### src/hdl/isf_pkg.sv
package isf_pkg;

  // configuration register indexes
  localparam logic [2:0] REG_CENTER_X = 3'd0;
  localparam logic [2:0] REG_CENTER_Y = 3'd1;
  localparam logic [2:0] REG_CENTER_Z = 3'd2;
  localparam logic [2:0] REG_STRENGTH = 3'd3;
  localparam logic [2:0] REG_MIN_DIST = 3'd4;
  localparam logic [2:0] REG_REPEL    = 3'd5;
  localparam logic [2:0] REG_ENABLE   = 3'd6;

  localparam logic [30:0] MIN_DIST_RESET = 31'd6554;

  // square root: 35 result bits, radicand up to 3*2^64; the width leaves room
  // for the top trial value 2^68 so the unused top root bit never sets
  localparam int SQRT_BITS = 35;
  localparam int SUMSQ_W   = 70;
  // r^3 is up to 105 bits; numerator 32+33+FRAC_BITS bits, 89 bits for FRAC_BITS up to 24
  localparam int CUBE_W    = 105;
  localparam int NUM_W     = 89;
  localparam int QUO_W     = 34;

endpackage

### src/hdl/isf_sqrt_cell.sv
// One restoring square-root step; each cell resolves one result bit.
module isf_sqrt_cell #(
  parameter int BIT = 0
) (
  input  logic                                   clk,
  input  logic                                   en,
  input  logic [isf_pkg::SUMSQ_W-1:0]            rem_in,
  input  logic [isf_pkg::SQRT_BITS-1:0]          root_in,
  output logic [isf_pkg::SUMSQ_W-1:0]            rem_out,
  output logic [isf_pkg::SQRT_BITS-1:0]          root_out
);
  logic [isf_pkg::SUMSQ_W-1:0] trial;
  logic [isf_pkg::SUMSQ_W-1:0] root_w;

  // trial = (2*root + 2^BIT) * 2^BIT = (root<<(BIT+1)) | (1<<(2*BIT))
  always_comb begin
    root_w = isf_pkg::SUMSQ_W'(root_in);
    trial  = (root_w << (BIT + 1)) | (isf_pkg::SUMSQ_W'(1) << (2 * BIT));
  end

  // step only when the chain advances
  always_ff @(posedge clk) begin
    if (en) begin
      if (rem_in >= trial) begin
        rem_out  <= rem_in - trial;
        root_out <= root_in | (isf_pkg::SQRT_BITS'(1) << BIT);
      end else begin
        rem_out  <= rem_in;
        root_out <= root_in;
      end
    end
  end
endmodule

### config.mk
export PLATFORM = sky130hd
export DESIGN_NAME = isf_sqrt_cell
export DESIGN_NICKNAME = d
export VERILOG_FILES = /design/src/hdl/isf_pkg.sv /design/src/hdl/isf_sqrt_cell.sv
export SDC_FILE = /design/constraint.sdc
export NUM_CORES = 1
export LEC_CHECK = 0
export ABC_AREA = 1
export CELL_PAD_IN_SITES_DETAIL_PLACEMENT = 1
export CELL_PAD_IN_SITES_GLOBAL_PLACEMENT = 2
export CORE_MARGIN = 10
export CORE_UTILIZATION = 36
export CTS_CLUSTER_SIZE = 16
export DETAILED_ROUTE_END_ITERATION = 16
export DONT_BUFFER_PORTS = 1
export PLACE_DENSITY_LB_ADDON = 0.1
export SLEW_MARGIN = 5
export SYNTH_ARGS = -nofsm -noshare
export SYNTH_HDL_FRONTEND = slang
export SYNTH_SLANG_ARGS = --single-unit
### constraint.sdc
create_clock -name clk -period 3.06 [get_ports clk]
set_input_delay 0.459 -clock clk [delete_from_list [all_inputs] [get_ports clk]]
set_output_delay 0.459 -clock clk [all_outputs]
set_load 0.02 [all_outputs]
==> flow_summary.json, run 1 <==
{
  "clk_pin_slew_worst_paths_ns": 0.08,
  "synthXorXnorAreaFrac_pct": 3.187,
  "max-cap-violations": 0,
  "ir_drop_mv": 0.2163,
  "antenna_left": 0,
  "cts-resized-gates": 0,
  "netlist_instances": 1202,
  "drc": 0,
  "required_ns": 3.18,
  "pin_count": 212,
  "hold_slack_ns": 0.1837,
  "vias": 7783,
  "drive_gt1_share_pct": 9.439,
  "seq_area_mm2": 0.003153,
  "rsz0062_at_grt": "no",
  "wl_per_cell_um": 21.64,
  "port_buffers": 0,
  "fin_tns_setup_ns": 0,
  "htree_levels": 3,
  "cts_tree": "done",
  "die-area_mm2": 0.03022,
  "setup_viol": 0,
  "dp_worst_setup_slack_ns": 0.09610,
  "ys_types": 35,
  "synthSimpleGateAreaFrac_pct": 33.53,
  "holdCritStartpoint": "root_in[2]",
  "drt_first_pass_iters": 4,
  "hold_viol": 0,
  "diodes": 0,
  "worstPathArrival_ns": 2.77,
  "first_iter_violations": 357,
  "period_needed_ns": 2.654,
  "slew_headroom_pct": 63.95,
  "worst_pin_slew_ns": 0.5367,
  "synth-compound-area-share_pct": 10.47,
  "clock_path_buffers": 2,
  "overflow": 0,
  "path_max_fanout": 23,
  "viasPerCell": 5.028,
  "nFillCells": 3006,
  "power.leakage_nw": 4.090,
  "outcome": "completed",
  "clock-sinks": 105,
  "hold_class": "primary input to register",
  "postCtsSetupRepairBufs": 0,
  "min_path_cells": 0,
  "syn_area_mm2": 0.008519,
  "grt_pass1_vias": 8244,
  "ys_ff_latch": 105,
  "layout.nets": 1369,
  "yosys_warnings": 0,
  "cts_hold_buffers": 0,
  "fmax_ghz": 0.3768,
  "hold_path_end": "root_out[2]",
  "dp_hpwl_mm": 28.97,
  "grt_use_total_pct": 21.90,
  "syn_avg_cell_area_um2": 7.088,
  "cp-start-kind": "primary input",
  "area_growth_pct": 9.135,
  "setup_ws_ns": 0.4058,
  "synth_nets": 1346,
  "synth_fa_ha_area_share_pct": 5.522,
  "cts-root-buf": "clkbuf_16",
  "synthMuxAreaShare_pct": 0,
  "maxSlewViolCount": 0,
  "rows": 56,
  "drt-total-wl_mm": 33.50,
  "critPathKind": "primary input to register",
  "endpoint_kind": "register",
  "grt_pass1_wl_mm": 50.93,
  "synth_top_family_by_area": "simple AND/OR/NAND/NOR gates",
  "antenna_found_initial": 0,
  "coreArea_mm2": 0.02340,
  "gp_congestion": 0.9184,
  "cts_buffers": 9,
  "start_util_pct": 36.40,
  "grt_max_degree": 106,
  "die_h_um": 173.8,
  "powerDensity_mw_per_mm2": 447.8,
  "multi_input_comb_area_mm2": 0.004491,
  "ys_seq_area_share_pct": 37.01,
  "die_x_um": 173.8,
  "post-route-period-util_pct": 86.74
}
## worst max-delay path, stage by stage
cell     delay [ns]
inv_1          0.02
ha_1           0.36
a21oi_1        0.31
o21ai_1        0.15
a21oi_1        0.30
inv_1          0.14
nor2_1         0.25
nand3_4        0.14
inv_6          0.26
buf_4          0.31
a21oi_2        0.05
## report_power, final
part	leakage [nW]	switching (mW)	internal, mW	total, mW
registers	1.03	0.262	1.79	2.05
clock network	0.140	0.580	0.636	1.22
logic	2.92	0.579	0.316	0.895
total	4.09	1.42	2.74	4.16
## Yosys cell counts
| cell type | count | share of area (%) |
|---|---|---|
| buf_6 | 7 | 0.93 |
| and2_1 | 3 | 0.22 |
| fa_1 | 1 | 0.23 |
| buf_8 | 2 | 0.35 |
| nand3_4 | 1 | 0.21 |
| xnor2_1 | 28 | 2.9 |
| inv_6 | 1 | 0.10 |
| o21ai_0 | 20 | 1.2 |
| or2_2 | 4 | 0.29 |
| nor2b_1 | 1 | 0.073 |
| nand3_1 | 63 | 3.7 |
| a21boi_0 | 1 | 0.088 |
| ha_1 | 36 | 5.3 |
| o21ai_1 | 5 | 0.29 |
| buf_4 | 1 | 0.088 |
| nand2_1 | 408 | 18 |
| nor3_1 | 15 | 0.88 |
| o21ai_2 | 28 | 2.9 |
| a21oi_2 | 25 | 2.6 |
| and3_1 | 1 | 0.073 |
| edfxtp_1 | 105 | 37 |
| nand2_2 | 4 | 0.29 |
| nor4_1 | 1 | 0.073 |
| o21bai_1 | 10 | 0.88 |
| inv_1 | 194 | 8.5 |
| inv_2 | 6 | 0.26 |
| nor2_2 | 6 | 0.44 |
| nor2_4 | 1 | 0.13 |
| nor2_1 | 144 | 6.3 |
| nand3b_1 | 15 | 1.3 |
| nand3_2 | 2 | 0.23 |
| nor3_2 | 2 | 0.23 |
| a21oi_1 | 44 | 2.6 |
| xor2_1 | 3 | 0.31 |
| nand4_1 | 14 | 1.0 |
## layout by cell type, fill, tap and decap left out, drive strengths merged
cell type / Yosys / routed
nand2: 412 / 412
inv: 201 / 203
nor2: 151 / 151
edfxtp: 105 / 105
a21oi: 69 / 69
nand3: 66 / 66
o21ai: 53 / 53
ha: 36 / 36
xnor2: 28 / 28
buf: 10 / 22
nor3: 17 / 17
nand3b: 15 / 15
nand4: 14 / 14
o21bai: 10 / 10
clkbuf: 0 / 9
or2: 4 / 4
and2: 3 / 3
xor2: 3 / 3
clkinv: 0 / 2
and3: 1 / 1
a21boi: 1 / 1
nor2b: 1 / 1
nor4: 1 / 1
fa: 1 / 1
bufinv: 0 / 1
clkinvlp: 0 / 1
## registers in the layout, summed over array words and instances, names as in the netlist
name	cells
rem_out	70
root_out	35
## worst max path at each step
stage,start,endpoint,slack (ns)
2_1_floorplan,rem_in[1],rem_out[3],0.77
3_3_place_gp,root_in[2],rem_out[44],0.12
3_5_place_dp,root_in[32],rem_out[45],0.1
4_1_cts,root_in[32],rem_out[45],0.45
5_1_grt,root_in[32],rem_out[45],0.26
6_report,root_in[32],rem_out[45],0.41
## metal layers
| layer | GRT usage (%) | share of wire, % | vias to the layer above |
|---|---|---|---|
| li1 | - | - | 3877 |
| met1 | 29.51 | 47 | 3687 |
| met4 | 3.171 | 0.59 | 0 |
| met2 | 35.22 | 46 | 204 |
| met3 | 5.620 | 7.1 | 15 |
| met5 | 0 | 0 | - |
## kinds of logic after synthesis
logic type / after synthesis
XOR/XNOR: 31
flip-flops: 105
AND/OR/NAND/NOR: 685
buffers and inverters: 211
AO/OA/AOI/OAI: 133
adder cells (fa/ha/maj): 37
## stage by stage
step           power (mW)  cells  instance area, um^2  util (%)
6_report            4.164   1548                 9298     39.73
5_1_grt             4.378   1548                 9298     39.73
4_1_cts             4.205   1548                 9298     39.73
3_5_place_dp        2.991   1533                 9005     38.48
3_3_place_gp        2.981   1533                 9005     38.48
2_1_floorplan       2.669   1202                 8519         -
## layout make-up
class,count,area share (%)
Clock inverter,6,0.7267
Sequential cell,105,33.91
Clock buffer,9,2.422
Inverter,201,8.168
Multi-Input combinational cell,886,48.30
Tap cell,319,4.293
Timing Repair Buffer,22,2.180
(Power assumes the default switching activity.)
==> inputs of run 2 (changes only) <==
- PLACE_DENSITY: default -> 0.84
- PLACE_DENSITY_LB_ADDON: 0.1 -> default
==> flow_summary.json, run 2 (synthesized netlist as in run 1, its figures left out) <==
{
  "antenna_left": 0,
  "cp-start-kind": "primary input",
  "utilization_pct": 39.30,
  "setup_viol": 0,
  "worst_pin_slew_ns": 0.5243,
  "crit_slowest_cell": "ha_1",
  "seqPwrFrac_pct": 49.8,
  "crit_path_max_incr_delay_ns": 0.34,
  "crit_top_cell": "nand2_1",
  "fmax_ghz": 0.4052,
  "final_cell_mix": "nand2_1 (408), inv_1 (194), nor2_1 (144)",
  "die_h_um": 173.8,
  "cp_cell_sequence": "inv_1, ha_1, nand2_1, inv_2, nand2_1, nand3_2, nand2_1, nand2_1, nand2_1, nand3_2, nand2_1, nand3_4, inv_6, buf_12, o21ai_1",
  "required_ns": 3.17,
  "wl_met2_mm": 14.26,
  "htree_levels": 3,
  "dpl.cell_count": 1518,
  "power.leakage_nw": 4.020,
  "antenna_found_initial": 0,
  "hold_slack_ns": 0.1796,
  "post-route-period-util_pct": 80.66,
  "instances_no_fill": 1533,
  "mostFrequentLayoutCell": "nand2_1",
  "area_growth_pct": 7.960,
  "cts_tree": "done",
  "rows": 56,
  "drt_first_pass_iters": 5,
  "start_util_pct": 36.40,
  "drt-total-wl_mm": 31.44,
  "path_max_fanout": 30,
  "finalInstanceArea_mm2": 0.009198,
  "rsz0062_at_grt": "no",
  "hold_viol": 0,
  "largestRegisters": "rem_out x70, root_out x35",
  "cts_hold_buffers": 0,
  "slew_headroom_pct": 64.68,
  "clock_path_buffers": 2,
  "overflow": 0,
  "dp_hpwl_mm": 26.78,
  "first_iter_violations": 425,
  "endpoint_kind": "register",
  "viasPerCell": 5.020,
  "maxSlewViolCount": 0,
  "cts-root-buf": "clkbuf_16",
  "clock-sinks": 105,
  "drive_gt1_share_pct": 8.402,
  "layout.nets": 1354,
  "grt_pass1_vias": 7980,
  "regMostFlops": "rem_out",
  "p_clk_share_pct": 29.5,
  "vias": 7696,
  "largest_reg_flops": 70,
  "route.layer.met1.wl_mm": 14.54,
  "die_x_um": 173.8,
  "wl_per_cell_um": 20.51,
  "route.met3.wl_mm": 2.262,
  "diodes": 0,
  "power.switching_mw": 1.395,
  "max-cap-violations": 0,
  "pin_count": 212,
  "port_buffers": 0,
  "die-area_mm2": 0.03022,
  "critPathKind": "primary input to register",
  "dpl_cell_area_mm2": 0.008905,
  "hold_class": "primary input to register",
  "coreArea_mm2": 0.02340,
  "outcome": "completed",
  "fin_tns_setup_ns": 0,
  "cts-resized-gates": 0,
  "drc": 0,
  "comb_power_share_pct": 20.7,
  "worstSetupStartpoint": "root_in[1]",
  "postCtsSetupRepairBufs": 0,
  "cts_buffers": 9,
  "grt_max_degree": 106,
  "gp_congestion": 0.9129,
  "worstPathArrival_ns": 2.58,
  "grt_use_total_pct": 20.60,
  "highest_layer": "met4",
  "endpoint": "rem_out[22]",
  "ir_drop_mv": 0.1738,
  "powerDensity_mw_per_mm2": 448.0,
  "clk_pin_slew_worst_paths_ns": 0.08,
  "swShare_pct": 33.86,
  "p_int_mw": 2.725,
  "period_needed_ns": 2.468,
  "grt_pass1_wl_mm": 48.62
}
-- run 2: worst min-delay path by stage --
stage / startpoint / to / slack [ns] / depth (start not counted)
6_report: root_in[1] / root_out[1] / 0.18 / 0
2_1_floorplan: root_in[10] / root_out[10] / 0.56 / 0
3_5_place_dp: root_in[12] / root_out[12] / 0.56 / 0
5_1_grt: root_in[1] / root_out[1] / 0.17 / 0
4_1_cts: root_in[2] / root_out[2] / 0.17 / 0
3_3_place_gp: root_in[8] / root_out[8] / 0.56 / 0
-- run 2: worst max-delay path: cells and delay by family --
kind,cells,cell delay (ns)
and+or+nand+nor,9,1.14
buffers and inverters,4,0.52
adders and majority gates,1,0.34
AOI/OAI and AO/OA,1,0.09
-- run 2: routing by layer --
layer  track usage (%)  up-vias
met5                 0        -
met4             3.954        0
met3             5.685       18
met2             33.08      193
met1             27.22     3645
li1                  -     3840
-- run 2: cell type report --
cell class,instances,area (um^2)
multi-input combinational,886,4491
clock buffer,9,225.2
sequential,105,3153
fill,3029,14200
timing repair buffer,7,102.6
clock inverter,6,67.56
tap,319,399.1
inverter,201,759.5
-- run 2: power groups by stage --
stage | clock network (mW) | registers, mW | logic [mW]
CTS | 1.24 | 2.06 | 0.858
global placement | 0 | 2.09 | 0.840
finish | 1.21 | 2.05 | 0.855
detailed placement | 0 | 2.09 | 0.853
floorplan | 0 | 2.05 | 0.615
global route | 1.30 | 2.07 | 0.963
-- run 2: per-stage QoR --
step,power (mW),worst slack (ns)
floorplan,2.669,0.7708
global placement,2.931,0.2111
detailed placement,2.945,0.1818
CTS,4.156,0.5577
global route,4.336,0.3820
finish,4.121,0.5919
==> inputs of run 3 (changes only) <==
- clock period: 3.06 -> 2.3 ns (I/O delays scaled with it)
==> flow_summary.json, run 3 (synthesized netlist as in run 1, its figures left out) <==
{
  "swShare_pct": 33.34,
  "drt_first_pass_iters": 5,
  "power.switching_mw": 2.002,
  "drt-total-wl_mm": 34.45,
  "instances_no_fill": 1700,
  "coreArea_mm2": 0.02340,
  "final_cell_mix": "nand2_1 (407), inv_1 (194), buf_4 (169)",
  "powerDensity_mw_per_mm2": 571.7,
  "overflow": 0,
  "post-route-period-util_pct": 93.84,
  "regMostFlops": "rem_out",
  "postCtsSetupRepairBufs": 0,
  "layout.nets": 1520,
  "seqPwrFrac_pct": 45.5,
  "start_util_pct": 36.40,
  "viasPerCell": 4.971,
  "grt_use_total_pct": 22.50,
  "crit_slowest_cell": "ha_1",
  "port_buffers": 0,
  "cts-root-buf": "clkbuf_16",
  "endpoint_kind": "register",
  "fmax_ghz": 0.4633,
  "hold_viol": 0,
  "cts_hold_buffers": 0,
  "cpLargestDelayFamily": "simple AND/OR/NAND/NOR gates",
  "grt_pass1_wl_mm": 53.00,
  "cts_tree": "done",
  "cp-start-kind": "primary input",
  "die_x_um": 173.8,
  "grt_pass1_vias": 8935,
  "largest_reg_flops": 70,
  "dpl.cell_count": 1684,
  "antenna_left": 0,
  "outcome": "completed",
  "p_int_mw": 4.004,
  "clk_pin_slew_worst_paths_ns": 0.09,
  "area_growth_pct": 23.31,
  "worst_pin_slew_ns": 0.4295,
  "total_power_mw": 6.006,
  "wl_per_cell_um": 20.26,
  "first_iter_violations": 440,
  "mostFrequentLayoutCell": "nand2_1",
  "max-cap-violations": 0,
  "required_ns": 2.43,
  "dp_hpwl_mm": 29.44,
  "pin_count": 212,
  "die_h_um": 173.8,
  "slew_headroom_pct": 71.15,
  "rsz0062_at_grt": "no",
  "rows": 56,
  "crit_top_cell": "nand2_1",
  "drive_gt1_share_pct": 20.06,
  "cp_cell_sequence": "inv_1, ha_1, nand2_1, nor2_1, nand2_1, nor2_1, buf_4, nand3_1, nand2_1, inv_2, nand3_4, inv_6, buf_12, nand2_1, o21ai_2",
  "critPathKind": "primary input to register",
  "comb_power_share_pct": 24.4,
  "gp_congestion": 0.9244,
  "fin_tns_setup_ns": 0,
  "vias": 8450,
  "antenna_found_initial": 0,
  "htree_levels": 3,
  "path_max_fanout": 29,
  "largestRegisters": "rem_out x70, root_out x35",
  "power.leakage_nw": 4.857,
  "hold_slack_ns": 0.05969,
  "die-area_mm2": 0.03022,
  "setup_viol": 0,
  "grt_max_degree": 106,
  "crit_path_max_incr_delay_ns": 0.31,
  "drc": 0,
  "cp_num_buf_inv": 5,
  "period_needed_ns": 2.158,
  "p_clk_share_pct": 30.0,
  "worstPathArrival_ns": 2.28,
  "maxSlewViolCount": 0,
  "diodes": 0,
  "nFillCells": 3060,
  "cts_buffers": 9,
  "ir_drop_mv": 0.2658,
  "clock_path_buffers": 2,
  "clock-sinks": 105,
  "hold_class": "primary input to register"
}
## run 3: changes by cell type in the layout (fill, tap and decap cells not counted), sizes merged
cell / delta
buf: +166
clkinvlp: -2
bufinv: +1
clkbuf: +1
inv: +1
## run 3: per-layer routing
layer | wire, um | vias up | track usage, %
met5 | 0 | - | 0
met4 | 423 | 0 | 4.311
met3 | 2561 | 26 | 6.382
li1 | - | 4182 | -
met2 | 16150 | 210 | 37.45
met1 | 15320 | 4032 | 28.52
## run 3: repair_timing
item | in CTS | in global routing
hold endpoints to repair | 0 | 0
setup endpoints to repair | 0 | 18
resized for setup | 0 | 10
## run 3: power by group through the flow
stage	sequential (mW)	combinational (mW)	clock (mW)
global route	2.76	1.63	1.92
finish	2.74	1.47	1.80
floorplan	2.73	0.818	0
CTS	2.75	1.47	1.83
global placement	2.79	1.42	0
detailed placement	2.79	1.46	0
## run 3: metrics by stage
step           utilization, %  cell area, um^2  setup slack, ns
3_5_place_dp            43.38            10150          -0.3611
4_1_cts                 44.76            10480          0.02349
2_1_floorplan               -             8519           0.1248
3_3_place_gp            43.38            10150          -0.3341
6_report                44.89            10510           0.1416
5_1_grt                 44.89            10510        0.0005287
## run 3: area by class of cell
type	instances	area [um^2]	share of cell area, %
clock buffer	10	229.0	2.180
clock inverter	6	95.09	0.9052
timing repair buffer	173	1349	12.84
sequential	105	3153	30.01
tap	319	399.1	3.799
multi-input combinational	886	4521	43.03
inverter	201	759.5	7.230
## run 3: final timing paths
path | slack, ns | end | cells past startpoint | start
min | 0.06 | root_out[1] | 0 | root_in[1]
max | 0.14 | rem_out[24] | 15 | root_in[16]
